[src/rtl/tdpt_pkg.sv]
`timescale 1ns / 1ps
// ----------------------------------------------------------------------------
// tdpt_pkg: shared types and constants for the trial division prime test
// Widths, wheel constants and the structs that pass between the sequencer,
// the serial remainder unit and the top level.
// ----------------------------------------------------------------------------
package tdpt_pkg;

  localparam int CAND_W = 32;          // candidate width
  localparam int DIV_W  = 16;          // trial divisors stay below 2^16
  localparam int SQ_W   = 32;          // running square of the trial divisor
  localparam int CNT_W  = $clog2(CAND_W);

  localparam logic [DIV_W-1:0] FIRST_ODD_DIV = DIV_W'(3);
  localparam logic [DIV_W-1:0] WHEEL_START   = DIV_W'(5);
  localparam logic [DIV_W-1:0] WHEEL_PAIR    = DIV_W'(2);
  localparam logic [DIV_W-1:0] WHEEL_STEP    = DIV_W'(6);
  localparam logic [SQ_W-1:0]  WHEEL_SQ0     = SQ_W'(25);
  localparam logic [SQ_W-1:0]  SQ_STEP_CONST = SQ_W'(36);   // 6*6
  localparam logic [CAND_W-1:0] SMALL_PRIME_MAX = CAND_W'(3);
  localparam logic [CAND_W-1:0] NOT_PRIME_MAX   = CAND_W'(1);

  // Request into the remainder unit
  typedef struct packed {
    logic              start;
    logic [CAND_W-1:0] dividend;
    logic [DIV_W-1:0]  divisor;
  } rem_req_t;

  // Response from the remainder unit
  typedef struct packed {
    logic done;
    logic zero;
  } rem_rsp_t;

  // Status from the sequencer to the top level
  typedef struct packed {
    logic busy;
    logic done;
    logic result;
  } seq_stat_t;

endpackage

[src/rtl/tdpt_rem_unit.sv]
`timescale 1ns / 1ps
// ----------------------------------------------------------------------------
// tdpt_rem_unit: bit-serial restoring remainder
// Shifts the dividend in one bit per cycle and, once every bit is in, reports
// whether the remainder is zero.
// ----------------------------------------------------------------------------
module tdpt_rem_unit (
  input  logic              clk,
  input  logic              rst,
  input  tdpt_pkg::rem_req_t req,
  output tdpt_pkg::rem_rsp_t rsp
);
  import tdpt_pkg::*;

  logic              busy;
  logic [CNT_W-1:0]  cnt;
  logic [CAND_W-1:0] quo_sr;
  logic [DIV_W-1:0]  rem;
  logic [DIV_W-1:0]  div;
  logic [DIV_W:0]    trial;
  logic [DIV_W:0]    diff;
  logic [DIV_W-1:0]  rem_next;
  logic              last;

  assign trial = {rem, quo_sr[CAND_W-1]};
  assign diff  = trial - {1'b0, div};
  assign rem_next = diff[DIV_W] ? trial[DIV_W-1:0] : diff[DIV_W-1:0];
  assign last  = (cnt == CNT_W'(CAND_W - 1));

  always_ff @(posedge clk) begin
    if (rst) begin
      busy     <= 1'b0;
      cnt      <= '0;
      rsp.done <= 1'b0;
    end else begin
      rsp.done <= 1'b0;
      if (req.start) begin
        busy   <= 1'b1;
        cnt    <= '0;
        quo_sr <= req.dividend;
        rem    <= '0;
        div    <= req.divisor;
      end else if (busy) begin
        rem    <= rem_next;
        quo_sr <= {quo_sr[CAND_W-2:0], 1'b0};
        cnt    <= cnt + CNT_W'(1);
        if (last) begin
          busy     <= 1'b0;
          rsp.done <= 1'b1;
          rsp.zero <= (rem_next == '0);
        end
      end
    end
  end

`ifndef SYNTHESIS
  a_done_ends_busy: assert property (@(posedge clk) disable iff (rst)
    rsp.done |-> !busy) else $error("remainder done while still busy");
  a_no_start_busy: assert property (@(posedge clk) disable iff (rst)
    req.start |-> !busy) else $error("remainder start while busy");
  a_busy_holds: assert property (@(posedge clk) disable iff (rst)
    (busy && !last) |=> busy) else $error("remainder dropped busy early");
`endif

endmodule

[src/rtl/tdpt_seq.sv]
`timescale 1ns / 1ps
// ----------------------------------------------------------------------------
// tdpt_seq: trial division sequencer
// Classifies the candidate and, unless that settles it, tests 3 and then walks
// the 6k +/- 1 wheel, issuing one remainder per trial divisor and tracking the square of the divisor.
// ----------------------------------------------------------------------------
module tdpt_seq (
  input  logic                      clk,
  input  logic                      rst,
  input  logic                      start,
  input  logic [tdpt_pkg::CAND_W-1:0] candidate,
  input  logic                      out_free,
  input  tdpt_pkg::rem_rsp_t        rsp,
  output tdpt_pkg::rem_req_t        req,
  output tdpt_pkg::seq_stat_t       stat
);
  import tdpt_pkg::*;

  typedef enum logic [2:0] {
    S_IDLE, S_CLASSIFY, S_WAIT3, S_TEST, S_WAITA, S_WAITB, S_FINISH
  } state_t;

  state_t           state;
  logic [CAND_W-1:0] n;
  logic [DIV_W-1:0]  d;
  logic [SQ_W-1:0]   sq;
  logic [SQ_W-1:0]   sq_next;
  logic              result;
  logic              rem_start;
  logic [DIV_W-1:0]  rem_div;

  // (d+6)^2 = d^2 + 12d + 36
  assign sq_next = sq + (SQ_W'(d) << 3) + (SQ_W'(d) << 2) + SQ_STEP_CONST;

  assign req.start    = rem_start;
  assign req.divisor  = rem_div;
  assign req.dividend = n;
  assign stat.busy    = (state != S_IDLE);
  assign stat.done    = (state == S_FINISH) && out_free;
  assign stat.result  = result;

  always_ff @(posedge clk) begin
    if (rst) begin
      state     <= S_IDLE;
      rem_start <= 1'b0;
    end else begin
      rem_start <= 1'b0;
      unique case (state)
        S_IDLE: begin
          if (start) begin
            n     <= candidate;
            state <= S_CLASSIFY;
          end
        end
        S_CLASSIFY: begin
          priority if (n[CAND_W-1] || n <= NOT_PRIME_MAX) begin
            result <= 1'b0;
            state  <= S_FINISH;
          end else if (n <= SMALL_PRIME_MAX) begin
            result <= 1'b1;
            state  <= S_FINISH;
          end else if (!n[0]) begin
            result <= 1'b0;
            state  <= S_FINISH;
          end else begin
            rem_start <= 1'b1;
            rem_div   <= FIRST_ODD_DIV;
            state     <= S_WAIT3;
          end
        end
        S_WAIT3: begin
          if (rsp.done) begin
            if (rsp.zero) begin
              result <= 1'b0;
              state  <= S_FINISH;
            end else begin
              d     <= WHEEL_START;
              sq    <= WHEEL_SQ0;
              state <= S_TEST;
            end
          end
        end
        S_TEST: begin
          if (sq > n) begin
            result <= 1'b1;
            state  <= S_FINISH;
          end else begin
            rem_start <= 1'b1;
            rem_div   <= d;
            state     <= S_WAITA;
          end
        end
        S_WAITA: begin
          if (rsp.done) begin
            if (rsp.zero) begin
              result <= 1'b0;
              state  <= S_FINISH;
            end else begin
              rem_start <= 1'b1;
              rem_div   <= d + WHEEL_PAIR;
              state     <= S_WAITB;
            end
          end
        end
        S_WAITB: begin
          if (rsp.done) begin
            if (rsp.zero) begin
              result <= 1'b0;
              state  <= S_FINISH;
            end else begin
              sq    <= sq_next;
              d     <= d + WHEEL_STEP;
              state <= S_TEST;
            end
          end
        end
        S_FINISH: begin
          if (out_free) state <= S_IDLE;
        end
        default: state <= S_IDLE;
      endcase
    end
  end

`ifndef SYNTHESIS
  a_divisor_nonzero: assert property (@(posedge clk) disable iff (rst)
    req.start |-> (req.divisor != '0)) else $error("zero trial divisor");
  a_start_in_wait: assert property (@(posedge clk) disable iff (rst)
    req.start |-> (state == S_WAIT3 || state == S_WAITA || state == S_WAITB))
    else $error("remainder issued outside a wait state");
  a_done_to_idle: assert property (@(posedge clk) disable iff (rst)
    stat.done |=> (state == S_IDLE)) else $error("sequencer did not return idle");
`endif

endmodule

[src/rtl/trial_division_prime_test_top.sv]
`timescale 1ns / 1ps
// ----------------------------------------------------------------------------
// trial_division_prime_test_top: primality test by 6k +/- 1 trial division
// Takes one signed 32-bit candidate per request and returns one is_prime bit.
// ----------------------------------------------------------------------------
// Usage:
//   Input channel: candidate with in_valid / in_stall. A request is taken
//   when in_valid is high and in_stall low. in_stall stays high from the
//   cycle after a request until its answer moves into the output register.
//   Output channel: is_prime with out_valid / out_stall; the answer holds in
//   the output register until the receiver takes it, so the next request
//   can be taken while an answer still waits.
//   Negatives, 0..3 and even values are answered from the classify step.
//   Odd values need the divide-by-3 check plus one wheel step, made of
//   two serial remainders with issue and test overhead, for each k with
//   (6k-1)^2 <= candidate. The worst case (large primes near 2^31) is
//   about 7700 steps; the single bit-serial remainder unit sets its pace.
//   Reset (rst, synchronous): drop any work in flight, clear out_valid.
//   A stalled receiver holds the answer; once the sequencer finishes the
//   next answer it waits until the output register is free.
// ----------------------------------------------------------------------------
module trial_division_prime_test_top (
  input  logic                         clk,
  input  logic                         rst,
  input  logic                         in_valid,
  output logic                         in_stall,
  input  logic [tdpt_pkg::CAND_W-1:0]  candidate,
  output logic                         out_valid,
  input  logic                         out_stall,
  output logic                         is_prime
);
  import tdpt_pkg::*;

  rem_req_t  req;
  rem_rsp_t  rsp;
  seq_stat_t stat;
  logic      in_accept;
  logic      out_free;

  // Hold off new requests while the sequencer owns a candidate
  assign in_stall  = stat.busy;
  assign in_accept = in_valid && !in_stall;

  // Output register is free when empty or being taken this cycle
  assign out_free = !out_valid || !out_stall;

  tdpt_seq u_seq (
    .clk       (clk),
    .rst       (rst),
    .start     (in_accept),
    .candidate (candidate),
    .out_free  (out_free),
    .rsp       (rsp),
    .req       (req),
    .stat      (stat)
  );

  tdpt_rem_unit u_rem (
    .clk (clk),
    .rst (rst),
    .req (req),
    .rsp (rsp)
  );

  // Output register: load a finished answer, drop it once taken
  always_ff @(posedge clk) begin
    if (rst) begin
      out_valid <= 1'b0;
    end else if (stat.done) begin
      out_valid <= 1'b1;
      is_prime  <= stat.result;
    end else if (!out_stall) begin
      out_valid <= 1'b0;
    end
  end

`ifndef SYNTHESIS
  a_accept_blocks: assert property (@(posedge clk) disable iff (rst)
    in_accept |=> in_stall) else $error("request taken while one is in work");
  a_done_loads_out: assert property (@(posedge clk) disable iff (rst)
    stat.done |=> (out_valid && is_prime == $past(stat.result)))
    else $error("answer not loaded into output register");
  a_no_overwrite: assert property (@(posedge clk) disable iff (rst)
    stat.done |-> !(out_valid && out_stall))
    else $error("answer overwrote a stalled result");
`endif

endmodule

[config.mk]
export PLATFORM = sky130hd
export DESIGN_NAME = trial_division_prime_test_top
export DESIGN_NICKNAME = d
export VERILOG_FILES = /design/src/rtl/tdpt_pkg.sv /design/src/rtl/tdpt_rem_unit.sv /design/src/rtl/tdpt_seq.sv /design/src/rtl/trial_division_prime_test_top.sv
export SDC_FILE = /design/constraint.sdc
export NUM_CORES = 1
export LEC_CHECK = 0
export ABC_AREA = 0
export BUFFER_PORTS_ARGS = -buffer_cell sky130_fd_sc_hd__buf_4
export CORE_UTILIZATION = 68
export CTS_BUF_LIST = sky130_fd_sc_hd__clkbuf_8
export DETAILED_ROUTE_END_ITERATION = 6
export MAX_ROUTING_LAYER = met4
export PLACE_DENSITY = 0.9
export SETUP_SLACK_MARGIN = 0.05
export SLEW_MARGIN = 25
export SYNTH_ARGS = -nofsm -noshare
export SYNTH_HDL_FRONTEND = slang
export SYNTH_SLANG_ARGS = --single-unit
[constraint.sdc]
create_clock -name clk -period 9.4 [get_ports clk]
set_clock_uncertainty 0.15 [all_clocks]
set_input_delay 0 -clock clk [delete_from_list [all_inputs] [get_ports clk]]
set_output_delay 0 -clock clk [all_outputs]
set_load 0.05 [all_outputs]
Word level (Yosys, flattened, before mapping)
Cells that the tools add are included.
- flip-flop bits (word level): 175
- word-level logic and storage cells: 133
- $add $sub $neg: 7
- $lt $le $gt $ge: 3
- equality and inequality tests: 25
- muxes and demuxes: 52
- bitwise operators: 3
- reductions and logical operators: 27
- operators by type and width (cell ; count):
    $mux 16 ; 12
    $mux 32 ; 6
    $pmux 32 s2 ; 1
    $pmux 16 s3 ; 1
    $add 32x18->32 ; 1
    $add 32x19->32 ; 1
    $add 32x6->32 const B ; 1
    $gt 32x32->1 ; 1
    $le 32x1->1 const B ; 1
    $le 32x2->1 const B ; 1
    $pmux 16 s2 ; 1
    $mux 3 ; 8
    $ne 2x1->1 const B ; 10
    $pmux 3 s6 ; 1
    $mux 1 ; 17
    $sub 17x16->17 ; 1
    $add 16x2->16 const B ; 1
    $add 16x3->16 const B ; 1
    $logic_not 16->1 ; 1
    $ne 2x2->1 const B ; 7
    $reduce_and 6->1 ; 2
    $eq 3x3->1 const B ; 3
    $reduce_bool 3->1 ; 3
    $reduce_and 4->1 ; 2
    18 further kinds ; 33

Longest topological paths before layout
- word-level depth: 6
- depth in mapped cells: 16

Cells and area by module
Synthesis repeated with hierarchy kept, for this count alone.
- cell total of the unflattened synthesis: 981
- area, all modules: 10628.9 sq um
- by module, submodules not included (module ; times used ; cells an instance ; area an instance (sq um) ; seq. area each (sq um)):
    tdpt_seq ; 1 ; 655 ; 6680.2 ; 2872.8
    tdpt_rem_unit ; 1 ; 319 ; 3873.7 ; 2092.0
    trial_division_prime_test_top ; 1 ; 7 ; 75.1 ; 50.0

Least setup slack after synthesis
No wires, ideal clock.
- kind: register to register
- start: register u_seq.state[0]
- end: register u_seq.d[10] (enable)
- setup time: 0.500 ns
- data arrival time: 4.003 ns
- setup slack: 4.747 ns
- stages on the path, launching flop included: 6
- buffers on the path: 1
- clock period less this slack: 4.653 ns
- path through: dfxtp_1 clkbuf_1 clkinv_1 nor2_1 nor2_1 nor3_1
- word-level cells in the longest chain between the ends: 3
- elaborated cells on any way between the ends: 8
- RTL lines (what ; line ; source):
    start: declaration ; tdpt_seq.sv:23 ; state_t state;
    start signal: assignment ; tdpt_seq.sv:44 ; state <= S_IDLE;
    start signal: assignment ; tdpt_seq.sv:52 ; state <= S_CLASSIFY;
    start signal: assignment ; tdpt_seq.sv:58 ; state <= S_FINISH;
    $eq 3x3->1 / $eq 3x2->1 (equally long branches) ; tdpt_seq.sv:48 ; unique case (state)
    $ne 2x1->1 (no source line), or another cell as far along ; n/a ;
    $reduce_and 6->1 (no source line) (*) ; n/a ;
    end signal: assignment ; tdpt_seq.sv:112 ; d <= d + WHEEL_STEP;
    end: declaration ; tdpt_seq.sv:25 ; logic [DIV_W-1:0] d;
Mark *: on every way between the ends. The rest lies on a longest branch, timed or not.
A chain may end at the register's enable or synchronous reset.

Final worst setup path
- start: register u_seq.d[1]
- end: register u_seq.sq[24] (data pin)
- word-level cells in the longest chain between the ends: 6
- RTL lines (what ; line ; source):
    $add 32x19->32 ; tdpt_seq.sv:33 ; assign sq_next = sq + (SQ_W'(d) << 3) + (SQ_W'(d) << 2) + SQ_STEP_CONST;
    $add 32x18->32 (*) ; tdpt_seq.sv:33 ;
    $add 32x6->32 (*) ; tdpt_seq.sv:33 ;
    $mux 32 (*) ; tdpt_seq.sv:107 ; if (rsp.zero) begin
    $mux 32 (*) ; tdpt_seq.sv:106 ; if (rsp.done) begin
    $pmux 32 s2 (*) ; tdpt_seq.sv:48 ;
    end signal: assignment ; tdpt_seq.sv:111 ; sq <= sq_next;
    end: declaration ; tdpt_seq.sv:26 ; logic [SQ_W-1:0] sq;
Mark *: on every way between the ends. The rest lies on a longest branch, timed or not. The select of a mux whose other input is x is not followed.

==> results.cfg <==
[outcome]
status = complete, but fails checks
violations = design-rule violations

[floorplan]
design.core.area_um2 = 14600
die_area_um2 = 15600
num_rows = 44
initial_core_util_pct = 70.1
top_level_ports = 39
die_w_um = 125
die_h_um = 125

[yosys]
synthTopCellsByArea = edfxtp_1 (46%), ha_1 (10%), inv_1 (4.8%), mux2_2 (3.4%), fa_1 (3.1%)
synth-async-reset-ratio_pct = 0
synth_top_family_by_area = adder cells
synth_compound_area_share_pct = 11.1
syn-cell-area_um2 = 10300
yosys.area_share.simple_pct = 11.8
synth.most_common_cell = edfxtp_1
synth_common_cells = edfxtp_1 (159), inv_1 (132), ha_1 (84)
synth_area_leader_cell = edfxtp_1
syn_nets = 1084
synth-edff-count = 159
synth-seq-cells = 171
yosysUniqueCellTypes = 60
ys.flop_type = edfxtp_1
ys_warn_count = 0
yosysTopAreaCellShare_pct = 46.5
avgSynthCellArea_um2 = 10.8
synthAdderAreaFrac_pct = 13.3
synthCells = 948
synth_mux_area_share_pct = 5.25
synth-xor-area-share_pct = 3.67
synth_seq_area_share_pct = 48.8

[sta]
rsz0062_at_grt = false
min_period_over_period_pct = 49.1
fin_tns_setup_ns = 0
slew_headroom_pct = 37.9
maxSlewViolCount = 0
setup_viol = 0
finalHoldViolations = 0
max_freq_mhz = 216
layout_min_cycle_time_ns = 4.62
worstMarginPinSlew_ns = 0.923

[global_routing]
first_global_vias = 7829
grt_overflow = 0
grt_max_degree = 52
antenna_found_initial = 0
track_usage_pct = 33.1
grt_first_pass_wirelength_um = 38700

[layout]
drive_above_1_share_pct = 11.9
fillers = 807
seq_area_um2 = 5020
multi_input_area_um2 = 4690
antenna_cells = 0
nets = 1158
area_growth_pct = 12.2
final_area_um2 = 11500

[cts]
cts-htree-levels = 4
clk_pin_slew_ns = 0.10
cts_buffers = 17
cts_tree = yes
cts_buffer_depth = 2
post_cts_buffers = 0
root_buffer = clkbuf_8
worstSkewPairLatency_ns = 0.48
cts-resized-gates = 0
clock_sinks = 171

[routing]
vias = 7717
firstDrtPassIters = 7
drc = 4
wirelength_um = 23700
drt_iter0_markers = 913
ant_nets = 0
via_per_inst = 6.33
wl_per_cell_um = 19.4

[setup_path]
end_kind = flop
critPathKind = reg2reg
crit_path_max_fanout = 10
rrSetupSlack_ns = 4.78
worstPathArrival_ns = 4.67
startpoint = u_seq.d[1]$_SDFFCE_PP0P_
reg2reg_from = u_seq.d[1]$_SDFFCE_PP0P_
start_kind = flop
worstPathRequired_ns = 9.45

[flow_run]
maxCapViolations = 0

[power]
power_density_nw_per_um2 = 155
total_power_mw = 1.79
vdd_ir_drop_max_mv = 0.105
p_leak_nw = 4.81

[hold_path]
hp-start = candidate[30]
hold_path_class = in2reg

[placed_design]
io_buffers = 38
gp_congestion = 0.954
place_area_um2 = 10800
hpwl_um = 15300
==> metal layers <==
metal | up-vias | part of all wire (%) | global-route usage, %
met4 | 0 | 5.6 | 18.9
met5 | - | 0 | -
met2 | 389 | 48 | 53.3
li1 | 3545 | - | -
met3 | 125 | 7.3 | 7.17
met1 | 3658 | 39 | 38.7
==> final cells by class <==
cell class	instances	area share (%)
Inverter	133	4.33
Clock inverter	14	1.09
Clock buffer	18	2.15
Timing Repair Buffer	83	6.21
Sequential cell	171	43.5
Multi-Input combinational cell	616	40.7
Tap cell	184	2.00
==> report_power, final <==
| group | leakage (nW) | switching [mW] | internal, mW |
|---|---|---|---|
| Sequential | 1.55 | 0.0467 | 0.894 |
| Combinational | 3.06 | 0.204 | 0.135 |
| Clock | 0.200 | 0.309 | 0.202 |
| Total | 4.81 | 0.560 | 1.23 |
==> final timing paths <==
path,cells past startpoint,to
max,15,u_seq.sq[24]$_SDFFCE_PP0P_
min,2,u_seq.n[30]$_DFFE_PP_
max reg2reg,15,u_seq.sq[24]$_SDFFCE_PP0P_
min reg2reg,0,u_rem.div[10]$_DFFE_PP_
==> critical path, stage by stage (launching register included) <==
cell	delay, ns
edfxtp_1	0.52
inv_1	0.18
fa_1	0.53
inv_1	0.04
ha_1	0.27
ha_1	0.19
inv_1	0.07
fa_1	0.39
and2b_1	0.27
o31a_1	0.18
o31a_1	0.18
a41o_1	0.26
a21oi_2	0.09
o31ai_2	0.72
a21o_1	0.23
a21oi_1	0.08
==> cells by family after synthesis <==
family / Yosys count
compound gates: 175
xor+xnor: 43
fa+ha+maj: 100
buf+inv: 161
flops: 171
mux: 50
other cells: 1
simple gates: 247
==> state kept, by name, summed over array words and instances, names as in the netlist <==
register / count
is_prime: 1
out_valid: 1
u_rem.busy: 1
u_rem.cnt: 5
u_rem.div: 16
u_rem.quo_sr: 32
u_rem.rem: 16
u_rem.rsp: 2
u_seq.d: 15
u_seq.n: 32
u_seq.rem_div: 16
u_seq.rem_start: 1
u_seq.result: 1
u_seq.sq: 29
u_seq.state: 3
==> stage by stage <==
step | setup slack (ns) | hold WS, ns | utilization, % | std cells
2_1_floorplan | 4.75 | -0.0511 | - | 948
5_1_grt | 4.39 | 0.0664 | 78.7 | 1219
3_3_place_gp | 5.18 | 0.0277 | 73.5 | 1150
3_5_place_dp | 4.99 | 0.0295 | 73.6 | 1150
6_report | 4.78 | 0.0779 | 78.7 | 1219
4_1_cts | 4.94 | 0.0656 | 78.7 | 1219
==> placed cells by master (no fill, tap or decap), types with 11 or more instances in the layout <==
master,count
nor3_1,22
buf_4,46
nand3_1,32
dlygate4sd3_1,37
inv_1,133
fa_1,16
mux2i_1,19
edfxtp_1,159
nor2b_1,12
a21o_1,26
xnor2_1,23
xor2_1,19
ha_1,84
clkbuf_8,18
nand2_1,36
and3_1,13
mux2_2,31
nand4_1,17
nor4_1,11
a21oi_1,47
nor2_1,77
dfxtp_1,11
o21ai_0,38
==> what timing repair did <==
action,4_1_cts,5_1_grt
setup endpoints to repair,0,0
hold buffers,37,0
endpoints found under the hold margin,46,0
Power figures use the tool's default switching activity.
